[src/velocity_autocorrelation_assert.svh]
// Assertion macros for the velocity autocorrelation block.
// Expects signals named clk and rst_n in the scope where a macro is used.
`ifndef VELOCITY_AUTOCORRELATION_ASSERT_SVH
`define VELOCITY_AUTOCORRELATION_ASSERT_SVH

// Same-cycle implication, disabled while reset is low.
`define VAC_ASSERT_NOW(lbl, ante, cons, msg) \
  lbl: assert property (@(posedge clk) disable iff (!rst_n) (ante) |-> (cons)) \
    else $error(msg);

// Next-cycle implication, disabled while reset is low.
`define VAC_ASSERT_NEXT(lbl, ante, cons, msg) \
  lbl: assert property (@(posedge clk) disable iff (!rst_n) (ante) |=> (cons)) \
    else $error(msg);

`endif

[src/vac_pkg.sv]
// Shared types and constants for the velocity autocorrelation block.
// No dependencies; vac_if, the top module, vac_mac and vac_div use this package.
`timescale 1ns / 1ps
`default_nettype none

package vac_pkg;

  // Parameter defaults
  localparam int MAX_ATOMS_DEF = 1024;
  localparam int VEL_WIDTH_DEF = 16;

  // Fixed field widths
  localparam int CNT_W   = 11;
  localparam int CORR_W  = 33;
  localparam int FRAME_W = 16;

  // Saturation limits of the mean and the frame counter
  localparam logic [CORR_W-1:0]  CORR_MAX  = 33'h0_FFFF_FFFF;
  localparam logic [CORR_W-1:0]  CORR_MIN  = 33'h1_0000_0000;
  localparam logic [FRAME_W-1:0] FRAME_MAX = 16'hFFFF;

  // Sequencer states
  typedef enum logic [2:0] {
    VAC_IDLE,
    VAC_MUL,
    VAC_ACC,
    VAC_LDIV,
    VAC_DIV,
    VAC_FIN
  } vac_state_t;

  // Control from the sequencer to the multiply-accumulate unit
  typedef struct packed {
    logic clear;
    logic mul_en;
    logic add_en;
  } vac_mac_ctrl_t;

endpackage

`default_nettype wire

[src/vac_mac.sv]
// Shared multiply-accumulate unit: one signed multiplier, a product register
// and the frame accumulator. Depends on vac_pkg for the control struct.
`timescale 1ns / 1ps
`default_nettype none

module vac_mac #(
  parameter int VEL_WIDTH = 16,
  parameter int ACC_W     = 43
) (
  input  logic                        clk,
  input  logic                        rst_n,
  input  vac_pkg::vac_mac_ctrl_t      ctrl,
  input  logic signed [VEL_WIDTH-1:0] op_a,
  input  logic signed [VEL_WIDTH-1:0] op_b,
  output logic signed [ACC_W-1:0]     acc
);
  import vac_pkg::*;

  logic signed [2*VEL_WIDTH-1:0] product_r;
  logic signed [ACC_W-1:0]       acc_r, acc_nxt;

  // Register the product before it reaches the adder
  always_ff @(posedge clk) begin
    if (ctrl.mul_en) begin
      product_r <= op_a * op_b;
    end
  end

  // Clear or add the held product; the sum wraps at the accumulator width
  always_comb begin
    acc_nxt = acc_r;
    if (ctrl.clear) begin
      acc_nxt = '0;
    end else if (ctrl.add_en) begin
      acc_nxt = acc_r + ACC_W'(product_r);
    end
  end

  always_ff @(posedge clk) begin
    if (!rst_n) begin
      acc_r <= '0;
    end else begin
      acc_r <= acc_nxt;
    end
  end

  assign acc = acc_r;

endmodule

`default_nettype wire

[config.mk]
export PLATFORM = sky130hd
export DESIGN_NAME = vac_mac
export DESIGN_NICKNAME = d
export VERILOG_FILES = /design/src/velocity_autocorrelation_assert.svh /design/src/vac_pkg.sv /design/src/vac_mac.sv
export SDC_FILE = /design/constraint.sdc
export NUM_CORES = 1
export LEC_CHECK = 0
export BUFFER_PORTS_ARGS = -buffer_cell sky130_fd_sc_hd__buf_2
export CORE_ASPECT_RATIO = 1.2
export CORE_UTILIZATION = 65
export DETAILED_ROUTE_END_ITERATION = 8
export PLACE_DENSITY = 0.92
export SLEW_MARGIN = 30
export SYNTH_ARGS = -nofsm -noshare
export SYNTH_HDL_FRONTEND = slang
export SYNTH_SLANG_ARGS = --single-unit
[constraint.sdc]
create_clock -name clk -period 8.8 [get_ports clk]
set_input_delay 0.88 -clock clk [delete_from_list [all_inputs] [get_ports clk]]
set_output_delay 0.88 -clock clk [all_outputs]
set_load 0.02 [all_outputs]
Word level (Yosys, flattened, before mapping). Cells that the tools add are included.

Flip-flop bits (word level): 75. Output and inout port bits: 43. Input port bits: 37. Logic and storage cells: 6.

Multipliers: 1. Bitwise operators: 1. Reduce and logical (&&, ||, !) cells: 1. Add/subtract/negate cells: 1.

Operators by type and width (number): $add A43 B32 Y43 (1); $mul A16 B16 Y32 (1); $reduce_or A2 Y1 (1); $not A1 Y1 (1).

Depth between registers and ports, before layout.
Word-level depth: 2. Depth in mapped cells: 24. Gate-level depth less buffers: 23.

Worst setup path after synthesis. No wires, ideal clock.

Kind: input to register. From: input op_a[15]. To: register product_r[30], data pin. Required time: 8542 ps. Library setup time: 258 ps. Arrival time: 6186 ps. Buffers on the path: 1. Slack: 2356 ps. Stages: 19. Cell sequence: clkbuf_1 -> nand2_1 -> inv_1 -> fa_1 -> fa_1 -> fa_1 -> fa_1 -> fa_1 -> inv_1 -> fa_1 -> inv_1 -> ha_1 -> inv_1 -> nor4_1 -> and3_1 -> a221oi_1 -> o2111ai_1 -> a21oi_1 -> xnor2_1.

Longest elaborated chain between the ends: 1.

RTL lines: from (decl) (line vac_mac.sv:13) `input logic signed [VEL_WIDTH-1:0] op_a,`; $mul A16 B16 Y32 (line vac_mac.sv:25) `product_r <= op_a * op_b;`; to (signal assigned) (line vac_mac.sv:25); to (decl) (line vac_mac.sv:19) `logic signed [2*VEL_WIDTH-1:0] product_r;`.

No other way between the ends. A chain may end at the register's enable or synchronous reset.

Worst setup path after layout.
From: input op_b[2]. To: register product_r[26], data pin.

Longest elaborated chain between the ends: 1.

RTL lines: from (decl) (line vac_mac.sv:14) `input logic signed [VEL_WIDTH-1:0] op_b,`; $mul A16 B16 Y32 (line vac_mac.sv:25).

No other way between the ends.

==> impl_results.md <==
- Run status: completed
- Vias per Instance: 6.02
- CTS tree: yes
- TNS Setup: 0 ps
- Share of layout cells above drive strength 1: 0.0683
- Startpoint types: primary input
- Main synth FF type: dfxtp_1
- Final ANT Viol Nets: 0
- CP Data Arrival Time: 6850 ps
- Worst skew pair latency: 350 ps
- Sequential area share after synthesis: 0.126
- Slew @ Worst Pin: 796 ps
- Data required time of the worst path: 8890 ps
- Die Width: 138 µm
- CTS H-Tree Depth: 3
- Initial DRC count: 840
- Slowest CP cell: fa_1
- PostCTS Resize Cnt: 0
- Final Wtd Congestion: 0.913
- Clk pin slew, worst setup/hold paths: 60 ps
- Nets: 2029
- Asr flop ratio synth: 0
- Buffers and inverters on the worst path: 5
- Crit-path cells: buf_2, and2_1, fa_1, fa_1, ha_1, inv_1, fa_1, inv_1, fa_1, inv_1, fa_1, inv_1, ha_1, a2111oi_0, a21oi_1, a31oi_1, o21ai_1, a221oi_1, o21bai_1, a21oi_1, xnor2_1
- Global route overflow: 0
- Pre-CTS WS: 1830 ps
- Die H: 165 µm
- Max Cap Violations: 0
- Max clock buf depth: 2
- Vias: 11300
- Seq cells post-synth: 75
- Total Die Area: 0.0228 mm²
- HP Class: reg2reg
- Setup CP Type: in2reg
- EDFF count, synth: 32
- Starting density of the core: 0.665
- Critical path's top delay family: adder cells
- Cell chosen for the clock root: clkbuf_16
- Period utilization: 0.768
- Largest cells by area after synthesis: fa_1, ha_1, inv_1
- Synth area leader: fa_1
- Minimum clock period: 6760 ps
- Count of final hold-check violations: 0
- GRT Overall Usage: 0.319
- Slew Viols, Final: 0
- PortBufs: 79
- Fillers: 1487
- RSZ-0062 raised after global routing: false
- Post-synth cell types: 69
- Top cell type's share of synthesized area: 0.365
- Inserted Diodes: 0
- Setup Fix Bufs, Post-CTS: 0
- Most used cell, CP: fa_1
- DRC errors left: 0
- Largest stage delay on the critical path: 560 ps
- Initial antenna violation count: 0
- # rows: 59
- Syn Inst Count: 1569
- Area grow syn2layout: 6.11%
- Setup crit end kind: flip-flop
- Syn nets: 1993
- Final WS setup: 2040 ps
- Fmax: 148 MHz
- IO Count: 80
- Worst Path Max Fanout: 16
- YS warnings: 0
- CTS Hold Buffers Added: 0
- Most frequent cells in the layout: inv_1, fa_1, nand2_1
- Clock sink count: 75
- Post-DP HPWL: 28100 µm
- Slew margin rel.: 0.466
- Post-Syn Area: 0.0144 mm²
- Avg Cell Area, Syn: 9.20 µm²
- Max Clock Skew: 9.02 ps
- Num CTS Buffers: 9
- First-pass GRT wire length: 57300 µm
- Most common cell after layout, fill and taps aside: inv_1
- Wire per inst: 18.3 µm
- Vias in the first global route: 12200
- Final setup vio count: 0
- Core ar.: 0.0217 mm²
- Pin count of the biggest net entering global routing: 46
- Routed WL: 34600 µm
- Iteration count of the initial detailed-routing pass: 6
-- cell usage after synthesis, drive strengths merged (9+ instances only) --
cell type,instances
a211oi,13
nand3,20
nor2,74
edfxtp,32
ha,124
xnor2,44
a21oi,67
fa,263
nand3b,9
dfxtp,43
clkbuf,49
nand2b,12
and3,9
inv,289
nand2,163
and2,124
a31oi,9
nand4,13
mux2i,21
a21o,35
o21ai,36
nor3,9
xor2,19
o21bai,12
-- worst paths after layout --
| check | start | endpoint | slack (ps) | cells after the start |
|---|---|---|---|---|
| worst max register to register | acc[0] | acc[34] | 5230 | 12 |
| worst min register to register | acc[42] | acc[42] | 490 | 2 |
| worst max-delay path | op_b[2] | product_r[26] | 2040 | 21 |
| worst min-delay path | acc[42] | acc[42] | 490 | 2 |
-- through the flow --
stage | cells | hold WS (ps) | utilization | instance area, µm²
3_5_place_dp | 1868 | 486 | 0.689 | 15000
3_3_place_gp | 1868 | 451 | 0.689 | 15000
6_report | 1884 | 486 | 0.706 | 15300
5_1_grt | 1884 | 509 | 0.706 | 15300
2_1_floorplan | 1569 | 540 | - | 14400
4_1_cts | 1884 | 486 | 0.706 | 15300
-- area by class of cell --
type	count	area, µm²	share of cell area
Multi-Input combinational cell	1147	11300	0.737
Tap cell	274	343	0.0224
Timing Repair Buffer	82	418	0.0273
Clock inverter	6	113	0.00735
Clock buffer	10	239	0.0156
Sequential cell	75	1820	0.119
Inverter	290	1090	0.0711
-- logic make-up (layout without fill, tap and decap cells) --
logic type | after synthesis | count (layout) | share of synthesized area
AND/OR/NAND/NOR | 453 | 453 | 0.155
flip-flops | 75 | 75 | 0.126
multiplexers | 21 | 21 | 0.0146
XOR/XNOR | 63 | 63 | 0.0382
AO/OA/AOI/OAI | 223 | 223 | 0.102
buffers and inverters | 347 | 388 | 0.0914
adder cells (fa/ha/maj) | 387 | 387 | 0.472
-- state kept, by name, summed over array words and instances (netlist names) --
signal and cells:
acc 43, product_r 32
-- routing by layer --
| layer | routed length, µm | track usage | vias up |
|---|---|---|---|
| met2 | 17700 | 0.584 | 578 |
| met5 | 0 | 0 | - |
| met3 | 2500 | 0.0479 | 192 |
| met4 | 2340 | 0.208 | 0 |
| li1 | - | - | 5057 |
| met1 | 12000 | 0.346 | 5520 |
-- tightest hold or removal path: stages (launching register included) --
cell,delay [ps]
dfxtp_1,320
nand2_1,60
mux2i_1,60
Power is not shown: default switching activity piles up to over one toggle a cycle in this logic, so the estimate is an artifact.
