`src/velocity_autocorrelation_assert.svh`:
```
// Assertion macros for the velocity autocorrelation block.
// Expects signals named clk and rst_n in the scope where a macro is used.
`ifndef VELOCITY_AUTOCORRELATION_ASSERT_SVH
`define VELOCITY_AUTOCORRELATION_ASSERT_SVH

// Same-cycle implication, disabled while reset is low.
`define VAC_ASSERT_NOW(lbl, ante, cons, msg) \
  lbl: assert property (@(posedge clk) disable iff (!rst_n) (ante) |-> (cons)) \
    else $error(msg);

// Next-cycle implication, disabled while reset is low.
`define VAC_ASSERT_NEXT(lbl, ante, cons, msg) \
  lbl: assert property (@(posedge clk) disable iff (!rst_n) (ante) |=> (cons)) \
    else $error(msg);

`endif

```
`src/vac_pkg.sv`:
```
// Shared types and constants for the velocity autocorrelation block.
// No dependencies; vac_if, the top module, vac_mac and vac_div use this package.
`timescale 1ns / 1ps
`default_nettype none

package vac_pkg;

  // Parameter defaults
  localparam int MAX_ATOMS_DEF = 1024;
  localparam int VEL_WIDTH_DEF = 16;

  // Fixed field widths
  localparam int CNT_W   = 11;
  localparam int CORR_W  = 33;
  localparam int FRAME_W = 16;

  // Saturation limits of the mean and the frame counter
  localparam logic [CORR_W-1:0]  CORR_MAX  = 33'h0_FFFF_FFFF;
  localparam logic [CORR_W-1:0]  CORR_MIN  = 33'h1_0000_0000;
  localparam logic [FRAME_W-1:0] FRAME_MAX = 16'hFFFF;

  // Sequencer states
  typedef enum logic [2:0] {
    VAC_IDLE,
    VAC_MUL,
    VAC_ACC,
    VAC_LDIV,
    VAC_DIV,
    VAC_FIN
  } vac_state_t;

  // Control from the sequencer to the multiply-accumulate unit
  typedef struct packed {
    logic clear;
    logic mul_en;
    logic add_en;
  } vac_mac_ctrl_t;

endpackage

`default_nettype wire

```
`src/vac_div.sv`:
```
// Bit-serial restoring divider: signed sum over the atom count, truncated
// toward zero and saturated to the result width. Depends on vac_pkg.
`timescale 1ns / 1ps
`default_nettype none

module vac_div #(
  parameter int ACC_W = 43
) (
  input  logic                              clk,
  input  logic                              rst_n,
  input  logic                              start,
  input  logic signed [ACC_W-1:0]           dividend,
  input  logic [vac_pkg::CNT_W-1:0]         divisor,
  output logic                              done,
  output logic signed [vac_pkg::CORR_W-1:0] quotient
);
  import vac_pkg::*;

  localparam int CW   = $clog2(ACC_W + 1);
  localparam int QX_W = (ACC_W > 34) ? ACC_W : 34;
  localparam logic [QX_W-1:0] LIM_POS = QX_W'(64'h0_FFFF_FFFF);
  localparam logic [QX_W-1:0] LIM_NEG = QX_W'(64'h1_0000_0000);

  logic             busy_r, busy_nxt;
  logic             done_r, done_nxt;
  logic [CW-1:0]    cnt_r, cnt_nxt;
  logic [ACC_W-1:0] quo_r, quo_nxt;
  logic [CNT_W:0]   rem_r, rem_nxt;
  logic [CNT_W-1:0] dvs_r, dvs_nxt;
  logic             neg_r, neg_nxt;
  logic [CNT_W:0]   rem_sh;
  logic             ge;
  logic [QX_W-1:0]  q_ext;

  // One quotient bit per cycle
  always_comb begin
    busy_nxt = busy_r;
    done_nxt = 1'b0;
    cnt_nxt  = cnt_r;
    quo_nxt  = quo_r;
    rem_nxt  = rem_r;
    dvs_nxt  = dvs_r;
    neg_nxt  = neg_r;
    rem_sh   = {rem_r[CNT_W-1:0], quo_r[ACC_W-1]};
    ge       = rem_sh >= {1'b0, dvs_r};
    if (start) begin
      busy_nxt = 1'b1;
      cnt_nxt  = '0;
      neg_nxt  = dividend[ACC_W-1];
      quo_nxt  = dividend[ACC_W-1] ? (ACC_W'(0) - dividend) : dividend;
      rem_nxt  = '0;
      dvs_nxt  = divisor;
    end else if (busy_r) begin
      rem_nxt = ge ? (rem_sh - {1'b0, dvs_r}) : rem_sh;
      quo_nxt = {quo_r[ACC_W-2:0], ge};
      cnt_nxt = cnt_r + CW'(1);
      if (cnt_r == CW'(ACC_W - 1)) begin
        busy_nxt = 1'b0;
        done_nxt = 1'b1;
      end
    end
  end

  always_ff @(posedge clk) begin
    if (!rst_n) begin
      busy_r <= 1'b0;
      done_r <= 1'b0;
      cnt_r  <= '0;
    end else begin
      busy_r <= busy_nxt;
      done_r <= done_nxt;
      cnt_r  <= cnt_nxt;
    end
  end

  always_ff @(posedge clk) begin
    quo_r <= quo_nxt;
    rem_r <= rem_nxt;
    dvs_r <= dvs_nxt;
    neg_r <= neg_nxt;
  end

  // Apply the sign and saturate
  always_comb begin
    q_ext = QX_W'(quo_r);
    if (neg_r) begin
      quotient = (q_ext > LIM_NEG) ? CORR_MIN : (CORR_W'(0) - q_ext[CORR_W-1:0]);
    end else begin
      quotient = (q_ext > LIM_POS) ? CORR_MAX : q_ext[CORR_W-1:0];
    end
  end

  assign done = done_r;

endmodule

`default_nettype wire
```
`config.mk`:
```
export PLATFORM = sky130hd
export DESIGN_NAME = vac_div
export DESIGN_NICKNAME = d
export VERILOG_FILES = /design/src/velocity_autocorrelation_assert.svh /design/src/vac_pkg.sv /design/src/vac_div.sv
export SDC_FILE = /design/constraint.sdc
export NUM_CORES = 1
export LEC_CHECK = 0
export BUFFER_PORTS_ARGS = -buffer_cell sky130_fd_sc_hd__buf_2
export CORE_MARGIN = 2
export CORE_UTILIZATION = 40
export CTS_BUF_LIST = sky130_fd_sc_hd__clkbuf_16
export DETAILED_ROUTE_END_ITERATION = 8
export PLACE_DENSITY = 0.57
export SLEW_MARGIN = 20
export SYNTH_ARGS = -nofsm -noshare
export SYNTH_HDL_FRONTEND = slang
export SYNTH_SLANG_ARGS = --single-unit
```
`constraint.sdc`:
```
create_clock -name clk -period 7.44 [get_ports clk]
set_input_delay 1.116 -clock clk [delete_from_list [all_inputs] [get_ports clk]]
set_output_delay 1.116 -clock clk [all_outputs]
set_load 0.01 [all_outputs]
```
=== Yosys cells after proc, flatten, opt, wreduce, memory -nomap -nowiden ===
Cells that the tools add are included.

* Flip-flop bits (word level): 74
* Bits in latches: 0
* Memory bits (writable): 0
* Memory bits (read-only): 0
* Output and inout port bits: 34
* Word-level logic and storage cells: 31
* Memories: 0

* Add/subtract/negate cells: 4
* Multiply operators: 0
* Div/mod/pow operators: 0
* Order comparisons: 3
* Equality and inequality tests: 1
* Shift operators: 0
* Muxes and demuxes: 11
* Bitwise gates (word level): 2
* Reductions and logical operators: 3

{| class="wikitable"
|+ Operators with widths
! operator !! count
|-
| two-way mux 43 bit || 3
|-
| two-way mux 33 bit || 3
|-
| greater-than comparator 43 x 32 -> 1 bit, second input constant || 1
|-
| greater-than comparator 43 x 33 -> 1 bit, second input constant || 1
|-
| subtractor 1 x 43 -> 43 bit, first input constant || 1
|-
| subtractor 1 x 33 -> 33 bit, first input constant || 1
|-
| >= comparator 12 x 11 -> 1 bit || 1
|-
| two-way mux 11 bit || 1
|-
| subtractor 11 bit || 1
|-
| adder 6 x 1 -> 6 bit, second input constant || 1
|-
| equality test 6 bit, second input constant || 1
|-
| two-way mux 1 bit || 4
|-
| OR reduction 3 bit || 1
|-
| inverter 1 bit || 2
|-
| nonzero test 2 bit || 1
|-
| OR reduction 2 bit || 1
|}

=== Logic depth before layout (Yosys ltp) ===
* Word-level depth: 4
* Depth in mapped cells: 10

=== Least setup slack after synthesis ===
No wires, ideal clock.

* Path type: reg-to-output
* Start: reg quo_r[13] (netlist: q_ext[13])
* End: out quotient[11] (netlist bit)
* Arrival: 2.629 ns
* Required time: 6.324 ns
* Path slack: 3.695 ns
* Cell stages (with the launch flop): 8
* Cells stage by stage: edfxtp_1 > clkbuf_1 > nor4_1 > nand3_1 > nor4_4 > nand3_1 > a21o_1 > o311ai_0

* Longest elaborated chain between the ends: 3

{| class="wikitable"
|+ RTL lines
! element !! line !! RTL
|-
| from (decl) || vac_div.sv:27 || <nowiki>logic [ACC_W-1:0] quo_r, quo_nxt;</nowiki>
|-
| from (signal assigned) || vac_div.sv:77 || <nowiki>quo_r <= quo_nxt;</nowiki>
|-
| greater-than comparator 43 x 32 -> 1 bit / greater-than comparator 43 x 33 -> 1 bit (equally long branches) || vac_div.sv:89, vac_div.sv:87 ||
|-
| two-way mux 33 bit, on equally long branches || vac_div.sv:89, vac_div.sv:87 ||
|-
| two-way mux 33 bit (*) || vac_div.sv:86 || <nowiki>if (neg_r) begin</nowiki>
|-
| to (decl) || vac_div.sv:15 || <nowiki>output logic signed [vac_pkg::CORR_W-1:0] quotient</nowiki>
|}

Mark *: on every way between the ends. The rest lies on a longest branch, timed or not.

=== Worst setup path in the final report ===
* Start: reg quo_r[13] (netlist: q_ext[13])
* End: out quotient[2] (netlist bit)

Same word-level chain as after synthesis.

==> results.md <==
| Metric | Value | Unit |
|---|---|---|
| Num CTS Buffers | 9 | - |
| Depth of the worst hold-timing path | 2 | - |
| Post-route DRC violation count | 0 | - |
| Number of cells on the worst reg-to-reg path | 8 | - |
| Area contributors post-synth | edfxtp_1 (30%), a21oi_1 (8.7%), xor2_1 (7.0%), dfxtp_1 (6.8%), nor2_1 (6.3%) | - |
| CP Cell Sequence | nor4_1, nand3_1, nor4_4, a41o_1, o21ai_0, a21oi_1, buf_2 | - |
| Floorplan die width | 122 | um |
| Area growth syn-to-layout | 14.5 | % |
| Core region area | 13800 | sq um |
| Count of pins over their slew limit | 0 | - |
| Wire length on met2 | 7070 | um |
| Mapped Area | 5590 | sq um |
| Static leakage power | 2.43 | nW |
| Post-Syn Nets | 763 | - |
| Clock Latency Late Sink | 330 | ps |
| Starting density of the core | 40.6 | % |
| Number of buffers on the longest clock path | 2 | - |
| First drt pass iteration count | 5 | - |
| Transition at the pin with the smallest max-transition slack | 1080 | ps |
| Required arrival time at the worst endpoint | 6320 | ps |
| Post-synth EDFFs | 55 | - |
| Share of the clock period used by the worst path after layout | 64.3 | % |
| Wirelength, routed | 15000 | um |
| Vias per Instance | 5.68 | - |
| Global-route wire length before repair | 24100 | um |
| Depth of the CTS H-tree | 3 | - |
| Std-Cell Rows | 43 | - |
| Hold path startpoint | rem_r[10] | - |
| Number of standard cells after synthesis | 689 | - |
| Startpoint of the worst-slack reg-to-reg timing path | dvs_r[7] | - |
| Power density over cell area | 190 | nW/um^2 |
| Largest delay share family, worst path | simple AND/OR/NAND/NOR gates | - |
| Class of the most critical hold timing path | register to register | - |
| Overall routing resource usage | 20.3 | % |
| Mean routed wirelength per cell | 16.1 | um |
| Area of the die | 14900 | sq um |
| Ports placed on the boundary | 91 | - |
| Antenna-violating nets left | 0 | - |
| Clock sink count | 74 | - |
| Worst setup SP type | register | - |
| Synthesis Warnings | 0 | - |
| Top layer in use | met4 | - |
| Clock-pin transition on the worst setup and hold timing paths | 50 | ps |
| Top cell type by total area after synthesis | edfxtp_1 | - |
| Average cell area after synthesis | 8.12 | sq um |
| Worst path buffer plus inverter count | 1 | - |
| FF-to-FF setup slack | 4560 | ps |
| Post-synth top flop | edfxtp_1 | - |
| Data arrival at the endpoint of the critical path | 3670 | ps |
| Synth top area share | 29.5 | % |
| Destination of the worst register-to-register timing path | rem_r[0] | - |
| Hpwl dp | 10800 | um |
| Unrepaired setup endpoints after global routing | false | - |
| Met3 layer wire length in the routed design | 760 | um |
| Setup Crit Path Kind | register to output pin | - |
| Flip-flop and latch count after synthesis | 74 | - |
| Residual overflow from global routing | 0 | - |
| Relative slew slack | 27.8 | % |
| M1 WL | 6930 | um |
| Worst hold slack | 488 | ps |
| Status | finished clean | - |
| Hold Violations, Final | 0 | - |
| Clk_skew | 4.29 | ps |
| Sequential share of the synthesized area | 36.3 | % |
| Worst path slowest cell | a41o_1 | - |
| Post-synth ARST share | 0 | % |
| WHS Endpoint | rem_r[10] | - |
| Post-layout min period | 4790 | ps |
| Fraction of final layout cells sized beyond drive strength 1 | 15.1 | % |
| Unique cell type count in the Yosys netlist | 59 | - |
| Placer's final routability congestion estimate | 0.872 | - |
| Total vias in the final route | 5312 | - |
| Post-CTS repair timing setup buffer count | 0 | - |
| Setup violation total in the final timing report | 0 | - |
| Pin count of the biggest net entering global routing | 72 | - |
| Largest driver fanout on the critical path | 25 | - |
| Number of cells upsized or downsized after cts | 0 | - |
| Via count of the first global-routing pass | 4827 | - |
| Achievable Freq | 209 | MHz |
| Setup TNS after final layout | 0 | ps |
| Crit end category | output pin | - |
| Max capacitance violation total | 0 | - |
| Number of port buffers | 90 | - |
| Clock tree from TritonCTS | built | - |
| Number of antenna violations at the first check in global routing | 1 | - |
| DRC marker count from the first detailed-route iteration | 558 | - |
| # nets final | 823 | - |
| Slowest cell delay on critical path | 810 | ps |
| Number of buffers inserted for hold repair after clock tree synthesis | 0 | - |
| IR drop worst, VDD | 0.117 | mV |
| Clk Tree Root Cell | clkbuf_16 | - |
| Die height | 122 | um |
==> worst max-delay path by stage <==
stage / cells after the start / start / to
6_report: 7 / q_ext[13] / quotient[2]
3_3_place_gp: 7 / q_ext[13] / quotient[8]
3_5_place_dp: 7 / q_ext[13] / quotient[2]
4_1_cts: 7 / q_ext[13] / quotient[2]
2_1_floorplan: 7 / q_ext[13] / quotient[11]
5_1_grt: 7 / q_ext[13] / quotient[8]
==> cell usage after synthesis, drive strengths merged (3+ instances only) <==
cell type / n
a211o: 3
a211oi: 4
a21o: 8
a21oi: 97
a311oi: 6
a31oi: 6
buf: 9
clkbuf: 33
dfxtp: 19
edfxtp: 55
ha: 16
inv: 33
mux2i: 3
nand2: 53
nand2b: 6
nand3: 23
nand4: 15
nor2: 94
nor2b: 3
nor3: 18
nor3b: 3
nor4: 17
o21ai: 34
o311ai: 7
o31ai: 17
o41ai: 5
or2: 3
or3: 13
or4: 8
xnor2: 5
xor2: 45
==> sequential cells by signal, indices dropped and copies added (netlist names) <==
register / cells
rem_r: 11
neg_r: 1
done: 1
cnt_r: 6
q_ext: 43
busy_r: 1
dvs_r: 11
==> routing by layer <==
metal	vias up	track usage (%)
met5	-	0
met4	0	7.40
met3	19	3.21
met2	171	33.0
met1	2469	27.2
li1	2653	-
==> power breakdown <==
| group | internal [W] | switching (W) |
|---|---|---|
| combinational | 0.000103 | 0.000150 |
| sequential | 0.000494 | 0.0000584 |
| clock | 0.000253 | 0.000159 |
==> placed cells by master, fill, tap and decap left out, types with 16 or more instances in the layout <==
cell,Yosys,final
nor2_1,94,94
dfxtp_1,19,19
buf_2,3,89
nand3_1,23,23
ha_1,16,16
xor2_1,45,45
edfxtp_1,55,55
nand2_1,53,53
a21oi_1,97,97
inv_1,33,36
nor4_1,16,16
nor3_1,18,17
o21ai_0,30,30
==> worst min-delay path, cell delays in order (launching register included) <==
cell	delay, ps
dfxtp_1	310
nor2_1	80
a311oi_1	50
==> cell families after synthesis <==
logic type / Yosys count / share of synthesized area, %
fa+ha+maj: 17 / 3.94
mux: 5 / 0.940
simple gates: 269 / 23.6
compound gates: 199 / 22.2
buf+inv: 75 / 5.17
xor+xnor: 50 / 7.83
flops: 74 / 36.3
==> stage by stage <==
step | util [%] | worst slack [ps] | cells | power [W] | area (sq um)
final | 46.5 | 2650 | 935 | 0.00122 | 6400
after global routing | 46.5 | 2360 | 934 | 0.00128 | 6400
after detailed placement | 44.4 | 3000 | 918 | 0.000809 | 6120
after CTS | 46.5 | 2640 | 934 | 0.00122 | 6400
after floorplan | - | 3690 | 689 | 0.000716 | 5590
after global placement | 44.4 | 3140 | 918 | 0.000804 | 6120
==> area by class of cell <==
| type | count | area (sq um) |
|---|---|---|
| inverters | 33 | 124 |
| multi-input cells | 540 | 3280 |
| flip-flops and latches | 74 | 2030 |
| clock buffers | 9 | 225 |
| repair buffers | 91 | 460 |
| fillers | 1416 | 7370 |
| clock inverters | 7 | 55.1 |
| well taps | 180 | 225 |
| diodes | 1 | 2.50 |
(Power assumes the default switching activity.)
